`src/rtl/core/rbfe_ram.sv`:
```
// Generic single-port-write, single-port-read RAM with registered read.
// Used for all parameter and activation stores. No dependencies.
module rbfe_ram #(
  parameter int WIDTH = 32,
  parameter int DEPTH = 8
) (
  input  logic                                    clk,
  input  logic                                    we,
  input  logic [((DEPTH > 1) ? $clog2(DEPTH) : 1)-1:0] waddr,
  input  logic [WIDTH-1:0]                        wdata,
  input  logic [((DEPTH > 1) ? $clog2(DEPTH) : 1)-1:0] raddr,
  output logic [WIDTH-1:0]                        rdata
);

  logic [WIDTH-1:0] mem [DEPTH];

  // write port and registered read port
  always_ff @(posedge clk) begin
    if (we) begin
      mem[waddr] <= wdata;
    end
    rdata <= mem[raddr];
  end

endmodule

```
`config.mk`:
```
export PLATFORM = sky130hd
export DESIGN_NAME = rbfe_ram
export DESIGN_NICKNAME = d
export VERILOG_FILES = /design/src/rtl/core/rbfe_ram.sv
export SDC_FILE = /design/constraint.sdc
export NUM_CORES = 1
export LEC_CHECK = 0
export BUFFER_PORTS_ARGS = -buffer_cell sky130_fd_sc_hd__buf_4
export CAP_MARGIN = 30
export CORE_MARGIN = 2
export CORE_UTILIZATION = 35
export DETAILED_ROUTE_END_ITERATION = 6
export GPL_TIMING_DRIVEN = 0
export HOLD_SLACK_MARGIN = 0.03
export PLACE_DENSITY_LB_ADDON = 0.3
export SLEW_MARGIN = 0
export SYNTH_ARGS = -nofsm -noshare
export SYNTH_HDL_FRONTEND = slang
export SYNTH_SLANG_ARGS = --single-unit
```
`constraint.sdc`:
```
create_clock -name clk -period 10.55 [get_ports clk]
set_input_delay 2.11 -clock clk [delete_from_list [all_inputs] [get_ports clk]]
set_output_delay 2.11 -clock clk [all_outputs]
set_load 0.02 [all_outputs]
```
; After elaboration in Yosys (flattened, before gate mapping)
; Memory sizes are Yosys's and may differ from the RTL's. A register that Yosys moved wholly into a read port is not among the register bits.
; Index checks and enable logic that the tools add are counted.
[op_classes]
muxes = 2
[op_table]
columns = op, count
row1 = two-way mux 1 bit, 2
[totals]
register_bits = 0
ramBits = 256
output_inout_bits = 32
elab_cells = 3
mem_count = 1
[mem_list]
columns = name, depth, width, read_ports, rd_clocked_by_memory_dff, wr, line
row1 = mem, 8, 32, 1, 1, 1, 15  ; logic [WIDTH-1:0] mem [DEPTH];

; Longest topological paths before layout
; Gate-level depths: netlist of the first run.
[logic_depth]
depth_word = 2
depth_mapped = 4
depth_no_buf = 2

; Worst setup path before layout of the first run
; Ideal clock, no wire load.
[synth_path]
path_type = input port to flip-flop
from = input port waddr[2] in the netlist's numbering
to = memory mem[0][0] (enable)
setup_ns = 0.461
t_arrival_ns = 4.496
t_required_ns = 10.089
setup_slack_ns = 5.593
path_stages = 2
n_path_buf = 0
path_cell_list = nand2b_1 nor3_1
[synth_rtl]
columns = element, line
row1 = "start, declared", 9  ; input logic [((DEPTH > 1) ? $clog2(DEPTH) : 1)-1:0] waddr,
row2 = "end, declared", 15
; No word-level cell before the write port.

; Worst setup path after layout of the first run
[layout_path]
from = input port waddr[2] in the netlist's numbering
to = memory mem[0][26] (enable)
; No word-level cell before the write port.

==> results.json, run 1 <==
{
  "regToRegEndpoint": "rdata[24]",
  "nets": 570,
  "crit_required_ns": 10.79,
  "p_seq_share_pct": 51.7,
  "relSlewSlack_pct": 36.7,
  "hold_class": "reg2reg",
  "worst-setup-path-type": "in2reg",
  "synth-seq-cells": 288,
  "ys.flop_type": "edfxtp_1",
  "wl_per_cell_um": 22.2,
  "num_vias": 4571,
  "htree_levels": 1,
  "grt_pass1_vias": 4861,
  "clk_latency_ns": 0.54,
  "synthTopCellsByArea": "edfxtp_1 (73%), mux4_1 (10%), dfxtp_1 (6.1%), mux4_2 (5.2%), mux2_2 (3.4%)",
  "setup_ws_ns": 7.00,
  "slew_violations": 0,
  "grt_usage_pct": 13.6,
  "cts_root_buf": "clkbuf_16",
  "drt-vias-per-instance": 4.84,
  "cts.clk_slew.worst_paths_ns": 0.06,
  "worstPathCellList": "buf_4 > nand2b_1 > nor3_2 > buf_6 > buf_6 > buf_6",
  "startpoint_type": "primary input",
  "cp.buffers_inverters": 4,
  "ios": 72,
  "initial_utilization_pct": 35.4,
  "pwr-share-comb_pct": 6.1,
  "min_to": "rdata[5]",
  "fin_setup_tns_ns": 0,
  "ir_drop_mv": 0.124,
  "post-route-min-period_ns": 3.55,
  "fp-row-count": 63,
  "switching_share_pct": 20.0,
  "ant_nets": 0,
  "cts_resized": 0,
  "net-switching-power_uw": 502,
  "setup_viol_count_final": 0,
  "fin_skew_ns": 0.00634,
  "cts_tree": "yes",
  "timing.rr.start": "mem[3][24]",
  "rsz0062_at_grt": "false",
  "hold_viol": 0,
  "die_w_um": 177,
  "grt_remaining_overflow": 0,
  "drc": 0,
  "ys_types": 13,
  "postSynthNetCount": 455,
  "outcome": "finished clean",
  "async_reset_ff_share_pct": 0,
  "place_congestion": 0.696,
  "max_cap_violations": 0,
  "p_int_mw": 2.01,
  "crit_slowest_cell": "nor3_2",
  "reg2reg_slack_ns": 9.25,
  "clockBufferDepth": 3,
  "yosysSeqAreaShare_pct": 79.6,
  "path_delay_family": "simple AND/OR/NAND/NOR gates",
  "synth-edff-count": 256,
  "area_growth_pct": 21.9,
  "p_clk_share_pct": 42.2,
  "power_mw": 2.51,
  "coreArea_um2": 29600,
  "synth.avg_cell_area_um2": 25.2,
  "synth_common_cells": "edfxtp_1 (256), mux4_1 (40), dfxtp_1 (32), mux2_2 (32), mux4_2 (24)",
  "cpMostUsedCell": "buf_6",
  "fin_crit_sh_pct": 33.6,
  "synth_area_um2": 10500,
  "power_density_nw_per_um2": 197,
  "dp_slack_ns": 6.40,
  "routed_wl_um": 20900,
  "firstDrtPassIters": 4,
  "drt_iter0_drc": 352,
  "drive_gt1_share_pct": 36.9,
  "p_leak_nw": 4.32,
  "min_path_cells": 2,
  "post-synth-top-area-cell": "edfxtp_1",
  "fp.dieH_um": 177,
  "min-delay-start": "mem[7][5]",
  "tightestPinTransition_ns": 0.948,
  "grt_pass1_wl_um": 31100,
  "clkSinkCount": 288,
  "synth_top_area_share_pct": 73.4,
  "crit_path_max_fanout": 8,
  "dieArea_um2": 31300,
  "reg2regPathDepth": 2,
  "cpPeakStageDelay_ns": 0.68,
  "cp.arrival_ns": 3.79,
  "postCtsHoldBufs": 0,
  "cts_setup_buffers": 0,
  "dp_hpwl_um": 12600,
  "numCtsBuffers": 31,
  "antenna_found_initial": 1,
  "synth_cells": 415,
  "end_kind": "flop",
  "numPortBuffers": 68,
  "clock.fmax_ghz": 0.282,
  "synth_most_common_cell": "edfxtp_1",
  "grt_max_degree": 24,
  "yosysWarnings": 0,
  "final_util_pct": 43.2
}
[power groups by stage]
stage | registers, mW | logic (mW) | clock network [mW]
global route | 1.30 | 0.164 | 1.13
global placement | 1.32 | 0.145 | 0
finish | 1.30 | 0.153 | 1.06
detailed placement | 1.32 | 0.156 | 0
CTS | 1.30 | 0.157 | 1.08
floorplan | 1.34 | 0.0651 | 0
[cell usage in the layout (no fill, tap or decap), types with 3 or more instances in the layout]
cell type,count
mux2_2,32
bufinv_16,4
buf_1,4
buf_2,6
edfxtp_1,256
clkinv_2,6
clkinv_1,3
clkbuf_1,9
mux4_1,40
nand2b_1,3
mux4_2,24
buf_12,4
buf_4,68
nor2_4,6
clkbuf_16,31
buf_6,15
dfxtp_1,32
[routing by layer]
layer	track usage (%)	part of all wire [%]	up-vias	wire length (µm)
li1	-	-	2022	-
met1	19.1	43	2382	9040
met2	21.9	48	139	10000
met3	3.05	7.0	28	1470
met4	3.13	1.8	0	382
met5	0	0	-	0
[registers in the layout, indices dropped and copies added, names as in the netlist]
register,flops
mem,256
rdata,32
[worst max path at each step]
stage	start	end	slack, ns	cells past startpoint
after floorplan	waddr[2]	mem[0][0]	5.59	2
after global placement	waddr[2]	mem[0][27]	2.89	3
after detailed placement	waddr[2]	mem[0][25]	6.40	6
after CTS	waddr[2]	mem[0][21]	6.97	6
after global routing	waddr[2]	mem[0][21]	6.92	6
final	waddr[2]	mem[0][26]	7.00	6
[stage by stage]
step	std cells	instance area, µm²	hold WS [ns]
2_1_floorplan	415	10500	0.641
3_3_place_gp	873	11500	0.652
3_5_place_dp	887	11700	0.660
4_1_cts	943	12800	0.678
5_1_grt	943	12800	0.695
6_report	944	12800	0.669
[worst min-delay path, stage by stage, from the launching register on]
cell	delay (ns)
edfxtp_1	0.31
mux4_1	0.20
mux2_2	0.13
[kinds of logic (layout without fill, tap and decap cells)]
logic type             after synthesis  count (layout)  share of synthesized area [%]
DFF                                288             288                           79.6
muxes                               96              96                           18.6
buffers and inverters               18             156                           1.22
and+or+nand+nor                     13              13                          0.562
other                                0               1                              0
[area by class of cell]
type / instances / area (µm²)
antenna: 1 / 2.50
buffer: 18 / 128
clock buffer: 41 / 833
clock inverter: 15 / 179
fill: 2521 / 16800
multi-input combinational: 109 / 2070
sequential: 288 / 8330
tap: 390 / 488
timing repair buffer: 82 / 736
Power figures use the tool's default switching activity.
==> run 2: changes to the inputs <==
--- a/config.mk
+++ b/config.mk
@@ -5,6 +5,7 @@
 export SDC_FILE = /design/constraint.sdc
 export NUM_CORES = 1
 export LEC_CHECK = 0
+export ABC_AREA = 1
 export BUFFER_PORTS_ARGS = -buffer_cell sky130_fd_sc_hd__buf_4
 export CAP_MARGIN = 30
 export CORE_MARGIN = 2
==> constraint.sdc (replaced) <==
create_clock -name clk -period 3 [get_ports clk]
set_input_delay 0.6 -clock clk [delete_from_list [all_inputs] [get_ports clk]]
set_output_delay 0.6 -clock clk [all_outputs]
set_load 0.02 [all_outputs]
==> results.json, run 2 <==
{
  "outcome": "finished clean",
  "max_cap_violations": 0,
  "wl_per_cell_um": 15.7,
  "reg_top3": "mem (256), rdata (32)",
  "startpoint_type": "primary input",
  "firstDrtPassIters": 5,
  "cts_root_buf": "clkbuf_16",
  "synth_common_cells": "nand2_1 (422), inv_1 (260), edfxtp_1 (256), nand3_1 (128), dfxtp_1 (32)",
  "cts_setup_buffers": 0,
  "crit_path_max_fanout": 17,
  "fillers": 3117,
  "dieArea_um2": 35400,
  "nets": 1306,
  "crit_slowest_cell": "nor2_4",
  "tightestPinTransition_ns": 0.717,
  "dpl_cell_area_um2": 13200,
  "worst-setup-path-type": "in2reg",
  "yosys.area_share.xor_xnor_pct": 0,
  "reg2reg_slack_ns": 2.06,
  "grt_remaining_overflow": 0,
  "yosysWarnings": 0,
  "path_delay_family": "simple AND/OR/NAND/NOR gates",
  "p_leak_nw": 6.44,
  "power_density_nw_per_um2": 621,
  "ir_drop_mv": 0.466,
  "fp.dieH_um": 188,
  "synthAdderAreaFrac_pct": 0,
  "finalNonFillerCells": 1736,
  "die_w_um": 188,
  "drc": 0,
  "grt_usage_pct": 15.5,
  "fp-row-count": 67,
  "yosysSeqAreaShare_pct": 70.1,
  "min_path_cells": 1,
  "rsz0062_at_grt": "false",
  "dp_slack_ns": 0.722,
  "antenna_found_initial": 1,
  "ant_nets": 0,
  "ys_types": 12,
  "dp_hpwl_um": 17100,
  "synth_most_common_cell": "nand2_1",
  "cp.arrival_ns": 1.89,
  "cp.buffers_inverters": 3,
  "routed_wl_um": 27200,
  "setup_ws_ns": 1.37,
  "final_common_cell": "nand2_1",
  "reg2regPathDepth": 6,
  "fin_skew_ns": 0.0138,
  "synth.area.mux_share_pct": 0,
  "cts.clk_slew.worst_paths_ns": 0.06,
  "clockBufferDepth": 3,
  "startpoint": "waddr[0]",
  "numPortBuffers": 70,
  "async_reset_ff_share_pct": 0,
  "grt_pass1_wl_um": 41700,
  "area_growth_pct": 19.0,
  "relSlewSlack_pct": 52.1,
  "coreArea_um2": 33400,
  "min_to": "mem[3][11]",
  "post-route-min-period_ns": 1.63,
  "slew_violations": 0,
  "hold_class": "in2reg",
  "ios": 72,
  "cts_tree": "yes",
  "drt-vias-per-instance": 4.41,
  "grt_pass1_vias": 7448,
  "timing.rr.start": "mem[5][31]",
  "clkSinkCount": 288,
  "synth_top_family_by_area": "simple AND/OR/NAND/NOR gates",
  "initial_utilization_pct": 35.5,
  "regMostFlops": "mem",
  "setup_viol_count_final": 0,
  "crit_required_ns": 3.25,
  "layout_common_cells": "nand2_1 (422), inv_1 (260), edfxtp_1 (256), nand3_1 (128), buf_4 (75)",
  "synth_compound_area_share_pct": 0,
  "end_kind": "flop",
  "min-delay-start": "wdata[11]",
  "hold_ws_ns": 0.274,
  "cts_resized": 0,
  "hold_viol": 0,
  "clock.fmax_ghz": 0.612,
  "drive_gt1_share_pct": 12.8,
  "numCtsBuffers": 30,
  "htree_levels": 1,
  "place_inst": 1682,
  "post-synth-top-area-cell": "edfxtp_1",
  "cpPeakStageDelay_ns": 0.64,
  "ys.flop_type": "edfxtp_1",
  "synth_area_um2": 11900,
  "synthTopCellsByArea": "edfxtp_1 (65%), nand2_1 (13%), inv_1 (8.2%), dfxtp_1 (5.4%), nand3_1 (5.4%)",
  "place_congestion": 0.703,
  "final_util_pct": 42.3,
  "synth-seq-cells": 288,
  "num_vias": 7664,
  "fin_setup_tns_ns": 0,
  "postCtsHoldBufs": 0,
  "postSynthNetCount": 1196,
  "final_area_um2": 14100,
  "grt_max_degree": 25,
  "synth_cells": 1156,
  "synth_top_area_share_pct": 64.7,
  "regToRegEndpoint": "rdata[31]",
  "synth.avg_cell_area_um2": 10.3,
  "drt_iter0_drc": 573,
  "largest_reg_flops": 256,
  "diodes": 0,
  "clk_latency_ns": 0.56,
  "power_mw": 8.78,
  "yosys.area_share.simple_pct": 19.0,
  "worstPathCellList": "buf_4 > inv_1 > nand2_1 > nor2_4 > buf_16",
  "synth-edff-count": 256,
  "fin_crit_sh_pct": 54.5
}
[run 2: cell families after synthesis]
kind of cell,after synthesis
AND/OR/NAND/NOR,558
buffers and inverters,310
flip-flops,288
[run 2: final cells by class]
type | instances | area [µm²] | area share [%]
buffer | 48 | 307 | 2.17
clock buffer | 40 | 810 | 5.73
clock inverter | 14 | 115 | 0.814
inverter | 262 | 983 | 6.96
multi-input combinational | 558 | 2310 | 16.4
sequential | 288 | 8330 | 58.9
tap | 448 | 561 | 3.97
timing repair buffer | 78 | 716 | 5.06
[run 2: layer usage]
metal  track usage, %  up-vias  wire length (µm)
met5                0        -                 0
met4             4.30        0               685
met3             2.72       47              1940
met2             26.0      229             12800
met1             20.7     3584             11800
li1                 -     3804                 -
[run 2: worst max-delay path by stage]
stage / endpoint / slack, ns / cells after the start
2_1_floorplan: mem[0][0] / 0.48 / 3
3_3_place_gp: mem[0][25] / -1.15 / 4
3_5_place_dp: mem[2][23] / 0.72 / 5
4_1_cts: mem[2][18] / 1.29 / 5
5_1_grt: mem[2][20] / 1.30 / 5
6_report: mem[2][21] / 1.37 / 5
[run 2: power breakdown]
group	internal, mW	leakage [nW]	switching, mW
Sequential	4.53	2.60	0.0373
Clock	2.05	0.458	1.47
Combinational	0.239	3.39	0.460
[run 2: worst register-to-register path, stage by stage, from the launching register on]
cell and delay, ns:
edfxtp_1 0.37, inv_1 0.06, nand2_1 0.05, nand3_1 0.08, nand2_1 0.05, nand2_1 0.06
nand2_1 0.13
